File: src/design/rpm_pkg.sv
`timescale 1ns / 1ps
// ----------------------------------------------------------------------------
// rpm_pkg
// Shared constants and controller/datapath interface types for ring_pan_mixer.
// ----------------------------------------------------------------------------
package rpm_pkg;

    localparam int MAX_SPEAKERS_DEF = 16;
    localparam int SAMPLE_BITS_DEF  = 24;

    localparam int ACC_BITS = 32;   // accumulator width, saturating
    localparam int AZ_BITS  = 16;   // azimuth, Q0.16 of a full turn
    localparam int CFG_BITS = 5;    // speaker count register width
    localparam int SPK_BITS = 4;    // speaker index port width

    localparam logic [CFG_BITS-1:0] NUM_SPK_RESET = 5'd2;
    localparam logic [AZ_BITS:0]    GAIN_ONE      = 17'h10000;

    typedef enum logic [2:0] {
        S_IDLE,
        S_SCALE,
        S_MUL_LO,
        S_ADD_LO,
        S_MUL_HI,
        S_ADD_HI,
        S_DRAIN_RD,
        S_DRAIN_OUT
    } state_t;

    typedef struct packed {
        logic load;        // capture input transaction
        logic scale;       // azimuth times speaker count
        logic mul_lo;      // product for lower speaker, read its sum
        logic wr_lo;       // write back lower speaker sum
        logic mul_hi;      // product for upper speaker, read its sum
        logic wr_hi;       // write back upper speaker sum
        logic drain_init;  // reset channel counter
        logic drain_rd;    // read current channel sum
        logic emit;        // load output register, step channel counter
        logic clear;       // invalidate all sums
    } cmd_t;

    typedef struct packed {
        logic frame_end;
        logic out_free;
        logic last_ch;
    } stat_t;

endpackage

File: src/design/ring_pan_mixer.sv
`timescale 1ns / 1ps
// ----------------------------------------------------------------------------
// ring_pan_mixer
// Pairwise linear amplitude panning of mono sources onto a ring of speakers,
// with per-speaker saturating mix sums drained at each frame end.
// ----------------------------------------------------------------------------
//  channel | handshake            | payload
//  --------+----------------------+-----------------------------------------
//  in      | in_valid / in_stall  | sample, azimuth, frame_end
//  out     | out_valid / out_stall| speaker, mixed, clipped, final_res
//  cfg     | cfg_valid / cfg_ready| num_speakers
//
//  A source transaction runs capture, scale, then a read-modify-write of the
//  sum memory for each speaker of the pair (one memory port).
//  A frame end adds a read and an emit per channel, held while out_stall holds.
//  Reset leaves the speaker count at 2 and all sums reading as zero.
//  in_stall is high whenever a transaction or a drain is in progress.
// ----------------------------------------------------------------------------
module ring_pan_mixer #(
    parameter int MAX_SPEAKERS = rpm_pkg::MAX_SPEAKERS_DEF,
    parameter int SAMPLE_BITS  = rpm_pkg::SAMPLE_BITS_DEF
) (
    input  logic                              clk,
    input  logic                              rst_n,
    input  logic                              in_valid,
    output logic                              in_stall,
    input  logic signed [SAMPLE_BITS-1:0]     sample,
    input  logic [rpm_pkg::AZ_BITS-1:0]       azimuth,
    input  logic                              frame_end,
    output logic                              out_valid,
    input  logic                              out_stall,
    output logic [rpm_pkg::SPK_BITS-1:0]      speaker,
    output logic signed [SAMPLE_BITS-1:0]     mixed,
    output logic                              clipped,
    output logic                              final_res,
    input  logic                              cfg_valid,
    output logic                              cfg_ready,
    input  logic [rpm_pkg::CFG_BITS-1:0]      num_speakers
);

    logic [rpm_pkg::CFG_BITS-1:0] num_spk_reg;
    logic [rpm_pkg::CFG_BITS-1:0] spk_count;
    logic                         idle;
    rpm_pkg::cmd_t                cmd;
    rpm_pkg::stat_t               stat;

    assign cfg_ready = 1'b1;

    always_ff @(posedge clk or negedge rst_n)
    begin
        if (!rst_n)
        begin
            num_spk_reg <= rpm_pkg::NUM_SPK_RESET;
        end
        else if (cfg_valid && cfg_ready)
        begin
            num_spk_reg <= num_speakers;
        end
    end

    // zero counts as one speaker, counts above the ring size are clamped
    always_comb
    begin
        spk_count = num_spk_reg;
        if (num_spk_reg == '0)
        begin
            spk_count = rpm_pkg::CFG_BITS'(1);
        end
        else if (int'(num_spk_reg) > MAX_SPEAKERS)
        begin
            spk_count = rpm_pkg::CFG_BITS'(MAX_SPEAKERS);
        end
    end

    assign in_stall = !idle;

    rpm_ctrl u_ctrl (
        .clk      (clk),
        .rst_n    (rst_n),
        .in_valid (in_valid),
        .idle     (idle),
        .stat     (stat),
        .cmd      (cmd)
    );

    rpm_datapath #(
        .MAX_SPEAKERS (MAX_SPEAKERS),
        .SAMPLE_BITS  (SAMPLE_BITS)
    ) u_datapath (
        .clk       (clk),
        .rst_n     (rst_n),
        .cmd       (cmd),
        .stat      (stat),
        .spk_count (spk_count),
        .sample    (sample),
        .azimuth   (azimuth),
        .frame_end (frame_end),
        .out_valid (out_valid),
        .out_stall (out_stall),
        .speaker   (speaker),
        .mixed     (mixed),
        .clipped   (clipped),
        .final_res (final_res)
    );

endmodule

File: src/design/rpm_ctrl.sv
`timescale 1ns / 1ps
// ----------------------------------------------------------------------------
// rpm_ctrl
// Sequencer: walks one source through scale, two multiply-accumulate passes
// and, at frame end, the channel drain.
// ----------------------------------------------------------------------------
module rpm_ctrl (
    input  logic           clk,
    input  logic           rst_n,
    input  logic           in_valid,
    output logic           idle,
    input  rpm_pkg::stat_t stat,
    output rpm_pkg::cmd_t  cmd
);

    rpm_pkg::state_t state_reg;
    rpm_pkg::state_t state_next;

    always_ff @(posedge clk or negedge rst_n)
    begin
        if (!rst_n)
        begin
            state_reg <= rpm_pkg::S_IDLE;
        end
        else
        begin
            state_reg <= state_next;
        end
    end

    always_comb
    begin
        state_next = state_reg;
        cmd        = '0;
        idle       = 1'b0;
        case (state_reg)
            rpm_pkg::S_IDLE:
            begin
                idle = 1'b1;
                if (in_valid)
                begin
                    cmd.load   = 1'b1;
                    state_next = rpm_pkg::S_SCALE;
                end
            end
            rpm_pkg::S_SCALE:
            begin
                cmd.scale  = 1'b1;
                state_next = rpm_pkg::S_MUL_LO;
            end
            rpm_pkg::S_MUL_LO:
            begin
                cmd.mul_lo = 1'b1;
                state_next = rpm_pkg::S_ADD_LO;
            end
            rpm_pkg::S_ADD_LO:
            begin
                cmd.wr_lo  = 1'b1;
                state_next = rpm_pkg::S_MUL_HI;
            end
            rpm_pkg::S_MUL_HI:
            begin
                cmd.mul_hi = 1'b1;
                state_next = rpm_pkg::S_ADD_HI;
            end
            rpm_pkg::S_ADD_HI:
            begin
                cmd.wr_hi = 1'b1;
                if (stat.frame_end)
                begin
                    cmd.drain_init = 1'b1;
                    state_next     = rpm_pkg::S_DRAIN_RD;
                end
                else
                begin
                    state_next = rpm_pkg::S_IDLE;
                end
            end
            rpm_pkg::S_DRAIN_RD:
            begin
                cmd.drain_rd = 1'b1;
                state_next   = rpm_pkg::S_DRAIN_OUT;
            end
            rpm_pkg::S_DRAIN_OUT:
            begin
                if (stat.out_free)
                begin
                    cmd.emit = 1'b1;
                    if (stat.last_ch)
                    begin
                        cmd.clear  = 1'b1;
                        state_next = rpm_pkg::S_IDLE;
                    end
                    else
                    begin
                        state_next = rpm_pkg::S_DRAIN_RD;
                    end
                end
            end
            default:
            begin
                state_next = rpm_pkg::S_IDLE;
            end
        endcase
    end

endmodule

File: src/design/rpm_datapath.sv
`timescale 1ns / 1ps
// ----------------------------------------------------------------------------
// rpm_datapath
// Pan gain multiply, rounding, saturating accumulate into the per-speaker sum
// memory, and the saturating output register for the channel drain.
// ----------------------------------------------------------------------------
module rpm_datapath #(
    parameter int MAX_SPEAKERS = rpm_pkg::MAX_SPEAKERS_DEF,
    parameter int SAMPLE_BITS  = rpm_pkg::SAMPLE_BITS_DEF
) (
    input  logic                                clk,
    input  logic                                rst_n,
    input  rpm_pkg::cmd_t                       cmd,
    output rpm_pkg::stat_t                      stat,
    input  logic [rpm_pkg::CFG_BITS-1:0]        spk_count,
    input  logic signed [SAMPLE_BITS-1:0]       sample,
    input  logic [rpm_pkg::AZ_BITS-1:0]         azimuth,
    input  logic                                frame_end,
    output logic                                out_valid,
    input  logic                                out_stall,
    output logic [rpm_pkg::SPK_BITS-1:0]        speaker,
    output logic signed [SAMPLE_BITS-1:0]       mixed,
    output logic                                clipped,
    output logic                                final_res
);

    localparam int AW  = (MAX_SPEAKERS > 1) ? $clog2(MAX_SPEAKERS) : 1;
    localparam int CB  = rpm_pkg::CFG_BITS;
    localparam int AB  = rpm_pkg::ACC_BITS;
    localparam int ZB  = rpm_pkg::AZ_BITS;
    localparam int PW  = SAMPLE_BITS + ZB + 2;           // product width
    localparam int CW  = PW - ZB;                        // contribution width
    localparam int SW  = ((AB > CW) ? AB : CW) + 1;      // sum width
    localparam int SCW = ZB + CB;                        // scaled azimuth width

    localparam logic signed [SW-1:0] ACC_MAX = SW'((64'sd1 <<< (AB - 1)) - 64'sd1);
    localparam logic signed [SW-1:0] ACC_MIN = SW'(-(64'sd1 <<< (AB - 1)));
    localparam logic signed [AB-1:0] SMP_MAX = AB'((64'sd1 <<< (SAMPLE_BITS - 1)) - 64'sd1);
    localparam logic signed [AB-1:0] SMP_MIN = AB'(-(64'sd1 <<< (SAMPLE_BITS - 1)));
    localparam logic signed [PW-1:0] RND     = PW'(64'sd1 <<< (ZB - 1));

    // captured transaction
    logic signed [SAMPLE_BITS-1:0] sample_reg;
    logic [ZB-1:0]                 az_reg;
    logic                          fe_reg;

    // pair selection
    logic [CB-1:0]  lower_reg;
    logic [CB-1:0]  upper_reg;
    logic [ZB-1:0]  frac_reg;
    logic [SCW-1:0] scaled;
    logic [CB:0]    upper_wide;

    // multiply / accumulate
    logic signed [PW-1:0]   prod_reg;
    logic [ZB:0]            gain;
    logic signed [PW-1:0]   prod_next;
    logic signed [CW-1:0]   contrib;
    logic signed [SW-1:0]   base;
    logic signed [SW-1:0]   sum;
    logic signed [AB-1:0]   sum_sat;

    // sum memory, valid bits stand in for the all-zero clear
    logic signed [AB-1:0]   sum_mem [MAX_SPEAKERS];
    logic [MAX_SPEAKERS-1:0] vld_reg;
    logic signed [AB-1:0]   rd_data_reg;
    logic                   rd_vld_reg;
    logic [AW-1:0]          rd_addr;
    logic [AW-1:0]          wr_addr;
    logic                   rd_en;
    logic                   wr_en;

    // drain
    logic [CB-1:0]          ch_reg;
    logic signed [AB-1:0]   drain_acc;
    logic signed [AB-1:0]   drain_sat;
    logic                   out_valid_reg;
    logic [rpm_pkg::SPK_BITS-1:0] speaker_reg;
    logic signed [SAMPLE_BITS-1:0] mixed_reg;
    logic                   clipped_reg;
    logic                   final_reg;

    always_ff @(posedge clk)
    begin
        if (cmd.load)
        begin
            sample_reg <= sample;
            az_reg     <= azimuth;
            fe_reg     <= frame_end;
        end
    end

    assign scaled     = SCW'(az_reg) * SCW'(spk_count);
    assign upper_wide = {1'b0, scaled[SCW-1:ZB]} + (CB+1)'(1);

    always_ff @(posedge clk)
    begin
        if (cmd.scale)
        begin
            lower_reg <= scaled[SCW-1:ZB];
            frac_reg  <= scaled[ZB-1:0];
            // wrap from the last speaker back to speaker 0
            upper_reg <= (upper_wide >= {1'b0, spk_count}) ? '0 : upper_wide[CB-1:0];
        end
    end

    assign gain      = cmd.mul_lo ? (rpm_pkg::GAIN_ONE - {1'b0, frac_reg}) : {1'b0, frac_reg};
    assign prod_next = PW'(sample_reg) * $signed(PW'(gain));

    always_ff @(posedge clk)
    begin
        if (cmd.mul_lo || cmd.mul_hi)
        begin
            prod_reg <= prod_next;
        end
    end

    // round half up, then saturating add into the 32-bit sum
    assign contrib = CW'((prod_reg + RND) >>> ZB);
    assign base    = rd_vld_reg ? SW'(rd_data_reg) : '0;
    assign sum     = base + SW'(contrib);
    assign sum_sat = (sum > ACC_MAX) ? AB'(ACC_MAX) :
                     (sum < ACC_MIN) ? AB'(ACC_MIN) : AB'(sum);

    always_comb
    begin
        rd_addr = AW'(ch_reg);
        if (cmd.mul_lo)
        begin
            rd_addr = AW'(lower_reg);
        end
        else if (cmd.mul_hi)
        begin
            rd_addr = AW'(upper_reg);
        end
    end

    assign rd_en   = cmd.mul_lo || cmd.mul_hi || cmd.drain_rd;
    assign wr_en   = cmd.wr_lo || cmd.wr_hi;
    assign wr_addr = cmd.wr_lo ? AW'(lower_reg) : AW'(upper_reg);

    always_ff @(posedge clk)
    begin
        if (wr_en)
        begin
            sum_mem[wr_addr] <= sum_sat;
        end
        if (rd_en)
        begin
            rd_data_reg <= sum_mem[rd_addr];
        end
    end

    always_ff @(posedge clk or negedge rst_n)
    begin
        if (!rst_n)
        begin
            vld_reg    <= '0;
            rd_vld_reg <= 1'b0;
        end
        else
        begin
            if (cmd.clear)
            begin
                vld_reg <= '0;
            end
            else if (wr_en)
            begin
                vld_reg[wr_addr] <= 1'b1;
            end
            if (rd_en)
            begin
                rd_vld_reg <= vld_reg[rd_addr];
            end
        end
    end

    // channel drain
    always_ff @(posedge clk or negedge rst_n)
    begin
        if (!rst_n)
        begin
            ch_reg <= '0;
        end
        else if (cmd.drain_init)
        begin
            ch_reg <= '0;
        end
        else if (cmd.emit)
        begin
            ch_reg <= ch_reg + CB'(1);
        end
    end

    assign drain_acc = rd_vld_reg ? rd_data_reg : '0;
    assign drain_sat = (drain_acc > SMP_MAX) ? SMP_MAX :
                       (drain_acc < SMP_MIN) ? SMP_MIN : drain_acc;

    always_ff @(posedge clk or negedge rst_n)
    begin
        if (!rst_n)
        begin
            out_valid_reg <= 1'b0;
        end
        else if (cmd.emit)
        begin
            out_valid_reg <= 1'b1;
        end
        else if (!out_stall)
        begin
            out_valid_reg <= 1'b0;
        end
    end

    always_ff @(posedge clk)
    begin
        if (cmd.emit)
        begin
            speaker_reg <= rpm_pkg::SPK_BITS'(ch_reg);
            mixed_reg   <= SAMPLE_BITS'(drain_sat);
            clipped_reg <= (drain_sat != drain_acc);
            final_reg   <= stat.last_ch;
        end
    end

    assign stat.frame_end = fe_reg;
    assign stat.out_free  = !out_valid_reg || !out_stall;
    assign stat.last_ch   = ((ch_reg + CB'(1)) == spk_count);

    assign out_valid = out_valid_reg;
    assign speaker   = speaker_reg;
    assign mixed     = mixed_reg;
    assign clipped   = clipped_reg;
    assign final_res = final_reg;

endmodule
File: config.mk
export PLATFORM = sky130hd
export DESIGN_NAME = ring_pan_mixer
export DESIGN_NICKNAME = d
export VERILOG_FILES = /design/src/design/rpm_pkg.sv /design/src/design/ring_pan_mixer.sv /design/src/design/rpm_ctrl.sv /design/src/design/rpm_datapath.sv
export SDC_FILE = /design/constraint.sdc
export NUM_CORES = 2
export LEC_CHECK = 0
export ABC_AREA = 1
export BUFFER_PORTS_ARGS = -buffer_cell sky130_fd_sc_hd__buf_2
export CORE_UTILIZATION = 50
export DETAILED_ROUTE_END_ITERATION = 6
export GPL_ROUTABILITY_DRIVEN = 1
export PLACE_DENSITY = 0.77
export RECOVER_POWER = 50
export SYNTH_ARGS = -nofsm -noshare
export SYNTH_HDL_FRONTEND = slang
export SYNTH_SLANG_ARGS = --single-unit
export TNS_END_PERCENT = 5
File: constraint.sdc
create_clock -name clk -period 15.3 [get_ports clk]
set_clock_uncertainty 0.15 [all_clocks]
set_input_delay 0.765 -clock clk [delete_from_list [all_inputs] [get_ports clk]]
set_output_delay 0.765 -clock clk [all_outputs]
set_load 0.1 [all_outputs]
Yosys cells after proc, flatten, opt, wreduce, memory -nomap -nowiden --
Memory sizes are Yosys's and may differ from the RTL's. A register that Yosys moved wholly into a read port is not among the register bits. Cells that the tools add are included.
Storage, ports and cells: bits in registers 168, RAM bits 512, logic and storage cells 102, memories kept 1
Operators by class: add/sub/neg operators 5, multipliers 2, order comparisons 9, equality and inequality tests 12, mux-type cells 42, bitwise logic cells 1, reduce and logical (&&, ||, !) cells 13
Memory list:
- u_datapath.sum_mem | depth 16, width 32, read ports 1, clocked after Yosys merged registers in 1, wr ports 1, RTL line rpm_datapath.sv:64 | logic signed [AB-1:0] sum_mem [MAX_SPEAKERS];
Operators by type and width (number):
- 32-bit two-way mux | 5
- 42-bit by 17-bit adder with 42-bit output, second input constant | 1
- 24-bit by 18-bit multiplier with 42-bit output | 1
- 33-bit by 26-bit adder with 33-bit output | 1
- 33-bit by 32-bit > comparator with 1-bit output, second input constant | 1
- 33-bit by 32-bit < comparator with 1-bit output, second input constant | 1
- 33-bit two-way mux | 1
- 32-bit by 24-bit > comparator with 1-bit output, second input constant | 1
- 32-bit by 24-bit < comparator with 1-bit output, second input constant | 1
- 16-bit two-way mux | 2
- 32-bit != test | 1
- 3-bit one-hot mux with 8 select lines | 1
- 16-bit by 5-bit multiplier with 21-bit output | 1
- 5-bit two-way mux | 4
- 17-bit two-way mux | 1
- 17-bit by 16-bit subtractor with 17-bit output, first input constant | 1
- 1-bit two-way mux | 16
- 16-bit bitwise OR | 1
- 3-bit == test, second input constant | 4
- 3-bit two-way mux | 4
- 4-bit two-way mux | 3
- 4-bit by 5-bit < comparator with 1-bit output, second input constant | 2
- 5-bit by 1-bit adder with 6-bit output, second input constant | 1
- 3-bit by 2-bit == test with 1-bit output, second input constant | 2
- 18 further kinds | 27

Longest topological paths before layout --
word-level depth 10, mapped depth 38, mapped depth without buffers 36

By module --
From an unflattened synthesis, not the netlist that was laid out.
Second synthesis, totals: cells, all modules 4951, area, all modules 48280.1 um^2
By module, submodules not included:
- rpm_datapath | times used 1, cells each 4874, area each 47742.0 um^2, seq. area each 20574.7 um^2
- rpm_ctrl | times used 1, cells each 44, area each 279.0 um^2, seq. area each 75.1 um^2
- ring_pan_mixer | times used 1, cells each 33, area each 259.0 um^2, seq. area each 126.4 um^2

Least setup slack after synthesis --
No wires, ideal clock.
path kind reg2reg, start reg u_datapath.frac_reg[0], end reg u_datapath.prod_reg[40], data pin, setup time 260 ps, arrival 6779 ps, slack 8111 ps, cell stages (with the launch flop) 31, buffers on the path 3, cell sequence edfxtp_1 clkbuf_1 clkbuf_1 inv_1 ha_1 nand2_1 nor3_2 inv_1 nand3_1 nand2_1 inv_1 nor2_1 inv_1 fa_1 inv_1 fa_1 inv_1 fa_1 fa_1 fa_1 fa_1 inv_1 ha_1 clkbuf_1 nand2_1 nor2_1 nand2_1 nor3_1 nand3_1 nand3_1 xor2_1
Between the ends: word-level cells in the longest chain between the ends 3
RTL lines:
- start: declaration | RTL line rpm_datapath.sv:50 | logic [ZB-1:0] frac_reg;
- start signal: assignment | RTL line rpm_datapath.sv:101 | frac_reg <= scaled[ZB-1:0];
- 17-bit by 16-bit subtractor with 17-bit output | RTL line rpm_datapath.sv:107 | assign gain = cmd.mul_lo ? (rpm_pkg::GAIN_ONE - {1'b0, frac_reg}) : {1'b0, frac_reg};
- 17-bit two-way mux (*) | RTL line rpm_datapath.sv:107
- 24-bit by 18-bit multiplier with 42-bit output (*) | RTL line rpm_datapath.sv:108 | assign prod_next = PW'(sample_reg) * $signed(PW'(gain));
- named net u_datapath.prod_next[40] | RTL line rpm_datapath.sv:57 | logic signed [PW-1:0] prod_next;
- end signal: assignment | RTL line rpm_datapath.sv:114 | prod_reg <= prod_next;
- end: declaration | RTL line rpm_datapath.sv:55 | logic signed [PW-1:0] prod_reg;
Mark *: on every way through the listed nets, which the timed path passes. The rest lies on a longest branch. A chain may end at the register's enable or synchronous reset.

Final worst setup path --
start reg u_ctrl.state_reg[2], end reg u_datapath.prod_reg[21], data pin
Between the ends: word-level cells in the longest chain between the ends 4
RTL lines:
- start: declaration | RTL line rpm_ctrl.sv:16 | rpm_pkg::state_t state_reg;
- start signal: assignment | RTL line rpm_ctrl.sv:23 | state_reg <= rpm_pkg::S_IDLE;
- start signal: assignment | RTL line rpm_ctrl.sv:27 | state_reg <= state_next;
- 3-bit by 2-bit == test with 1-bit output | RTL line rpm_ctrl.sv:36 | case (state_reg)
- 1-bit two-way mux | RTL line rpm_ctrl.sv:36
- 17-bit two-way mux | RTL line rpm_datapath.sv:107
- 24-bit by 18-bit multiplier with 42-bit output | RTL line rpm_datapath.sv:108
- named net u_datapath.prod_next[21] | RTL line rpm_datapath.sv:57
The timed path passes the listed nets, and every way through them passes these cells.

==> results by group <==
Yosys
  – Syn Area/Cell: around 9.7 um2
  – Post-Syn Instances: between 4,000 and 5,000
  – Post-synth EDFFs: 666
  – Ys Warns: 0
  – Post-synth ARST share: around 4.4%
  – Compound-Gate Fraction of Synth Area: under 10%
  – Main combinational cell family by area after synthesis: adder cells
  – Area contributors post-synth: edfxtp_1 42%, fa_1 18%, nand2_1 7.6%, inv_1 7.6%, ha_1 4.4%
  – Post-Synth Adder-Cell Area: between 20% and 30%
  – Register bit count reported by yosys: 697
  – Post-synth cell types: 48
  – Leading area contributor after synthesis: edfxtp_1
  – Ys flop type: edfxtp_1
  – Post-synthesis mux area share: 0%
  – Synth Area in XOR/XNOR: under 10%
  – Sequential element share of the synthesized area: 43.1%
  – Simple-gate portion of the synthesized area: between 10% and 20%
  – Yosys top cell area share: between 40% and 50%
  – Mapped Nets: ~5,600
  – Post-synthesis cell area: approximately 48,000 um2

CTS
  – Clock-pin slew of the registers on the worst-case setup and hold paths: 0.08 ns
  – CTS tree: yes
  – # hold bufs at CTS: 0
  – # clock sinks: 697
  – Setup Buffers After CTS: 0
  – Clock Tree Buf Depth: 3
  – Post_cts resized: 0
  – TritonCTS Buffers: 74
  – Worst-Skew Late Latency: 0.67 ns
  – CTS H-tree depth: 3
  – Root Buffer: clkbuf_16

Global route
  – GR Util All Layers: approximately a quarter
  – Vias in the first global route: around 35,000
  – Initial antenna violation count: 0
  – Largest net degree at the start of global routing: roughly 220
  – Gr ovfl total: 0
  – First-pass GRT wire length: slightly below 200 mm

Die
  – Die H: about 310 um
  – I/O Pins: between 80 and 90
  – Die area: roughly 98,000 um2
  – CORE AREA: roughly 95,000 um2
  – Die X: ~310 um
  – Starting density of the core: 50.6%
  – Standard-cell row count: approximately 110

Place
  – GP Congestion: between 0.9 and 1
  – Dpl hpwl: ~86 mm
  – Buffers on Ports: 82
  – Placed insts: approximately 6,200
  – Pre-CTS setup slack: 6.85 ns

STA
  – Slew Limit Fails: around 640
  – Setup TNS: 0 ns
  – Finish-stage setup viols: 0
  – F_max: 111 MHz
  – Slew @ Worst Pin: around 3.3 ns
  – Worst setup margin: between 6 and 7 ns
  – Final hold violations: 0
  – Max_slew headroom: -122%
  – Period minus WS final: about 9.0 ns
  – Crit share post-route: 59.0%
  – RSZ-0062 raised after global routing: false

Route
  – Drt via density: roughly 5.5
  – DRT met1 WL: around 52 mm
  – Vias: around 35,000
  – WL/cell: ~20 um
  – 1st-pass router iterations: 6
  – DRC: 0
  – Number of routed nets with antenna violations: 0
  – Top Metal Used: met4
  – DR WL met3: between 10 and 15 mm
  – Total Wirelength: about 130 mm
  – DRT iter0 DRCs: 3,525
  – Met2 WL post-DR: 56.9 mm

Flow run
  – Max-cap violations: 20

Final layout
  – Diode count: 0
  – Fraction of layout instances using a drive strength above 1: under 10%
  – Final Non-Filler Cells: around 6,300
  – Commonest non-fill, non-tap cells in the layout: 981 x nand2_1, 973 x inv_1, 666 x edfxtp_1, 505 x nor2_1, 442 x fa_1
  – Reg area: 20,800 um2
  – # fillers: 8,192
  – Final Util: between 50% and 60%
  – Max FFs per register: between 500 and 600
  – Area of the multi-input gates: about 23,000 um2
  – Nets: 5,653
  – Commonest non-fill, non-tap cell in the layout: nand2_1
  – Layout area overhead: 7.90%

Outcome
  – Outcome: finished, violations left
  – Failing checks: max-capacitance violations, max-slew violations

Worst setup path
  – Crit. End Element: register
  – Critical path class: reg2reg
  – Crit path launch type: register
  – Crit path DAT: approximately 9.4 ns
  – Critical Path RT: about 16 ns
  – Max Fanout on Critical Path: 22

Hold path
  – Worst min-delay path category: in2reg
logic make-up (layout without fill, tap and decap cells):
family                   Yosys count  in the layout
XOR/XNOR                          97             97
other                              1              1
flip-flops                       697            697
adder cells (fa/ha/maj)          612            612
AO/OA/AOI/OAI                    644            644
AND/OR/NAND/NOR                 1757           1757
buffers and inverters           1175           1235
final timing paths:
kind / endpoint / depth (start not counted) / slack [ns] / start
min in group asynchronous: u_datapath.ch_reg[0] / 1 / 0.45 / rst_n
max reg2reg: u_datapath.prod_reg[21] / 24 / 6.28 / u_ctrl.state_reg[2]
max in group asynchronous: u_datapath.ch_reg[2] / 1 / 13.50 / rst_n
max: u_datapath.prod_reg[21] / 24 / 6.28 / u_ctrl.state_reg[2]
min reg2reg: u_datapath.speaker[3] / 0 / 0.33 / u_datapath.ch_reg[3]
min: u_datapath.sample_reg[9] / 1 / 0.13 / sample[9]
routing by layer:
layer	track usage [%]	up-vias
met3	5.23	245
li1	-	16000
met4	8.97	0
met1	36.0	16900
met2	40.5	1694
met5	0	-
synthesized netlist by cell type, types with 3 or more instances:
library cell and n:
a21o_1 7, a21oi_1 108, a31oi_1 5, buf_1 12
buf_2 55, buf_4 9, buf_6 6, clkbuf_1 104
clkinv_1 8, dfrtp_1 30, edfxtp_1 666, fa_1 442
ha_1 170, inv_1 970, inv_2 10, nand2_1 980
nand2_2 6, nand3_1 175, nand3_2 3, nand3b_1 6
nand4_1 22, nor2_1 511, nor3_1 25, nor4_1 10
o211ai_1 258, o21a_1 8, o21ai_0 217, o21ai_1 19
o21bai_1 15, or2_2 8, xnor2_1 30, xor2_1 67
worst max-delay path, stage by stage, from the launching register on:
cell and delay (ns):
dfrtp_1 0.52, inv_1 0.14, nand2_1 0.67, clkinv_2 0.42, o21ai_1 0.20, xor2_1 0.85
inv_2 0.47, nand2_1 0.21, fa_1 0.45, fa_1 0.47, fa_1 0.52, inv_1 0.05
fa_1 0.47, fa_1 0.54, inv_1 0.05, fa_1 0.64, inv_1 0.07, ha_1 0.40
nand2_1 0.11, nor2_1 0.20, inv_1 0.08, o21ai_0 0.39, a21oi_1 0.20, o21ai_0 0.29
xor2_1 0.29
final cells by class:
cell class              instances  share of cell area, %
repair buffers                117                   1.11
multi-input cells            3111                   44.1
inverters                     989                   7.14
clock buffers                  89                   3.71
clock inverters                40                  0.890
flip-flops and latches        697                   40.0
well taps                    1265                   3.04
per-stage QoR:
step | hold slack, ns | cell area [um2]
4_1_cts | 0.0455 | 52200
6_report | 0.130 | 52000
5_1_grt | 0.107 | 52000
3_3_place_gp | 0.323 | 49800
2_1_floorplan | 0.297 | 48200
3_5_place_dp | 0.324 | 49800
Power is not shown: default switching activity piles up to over one toggle a cycle in this logic, so the estimate is an artifact.
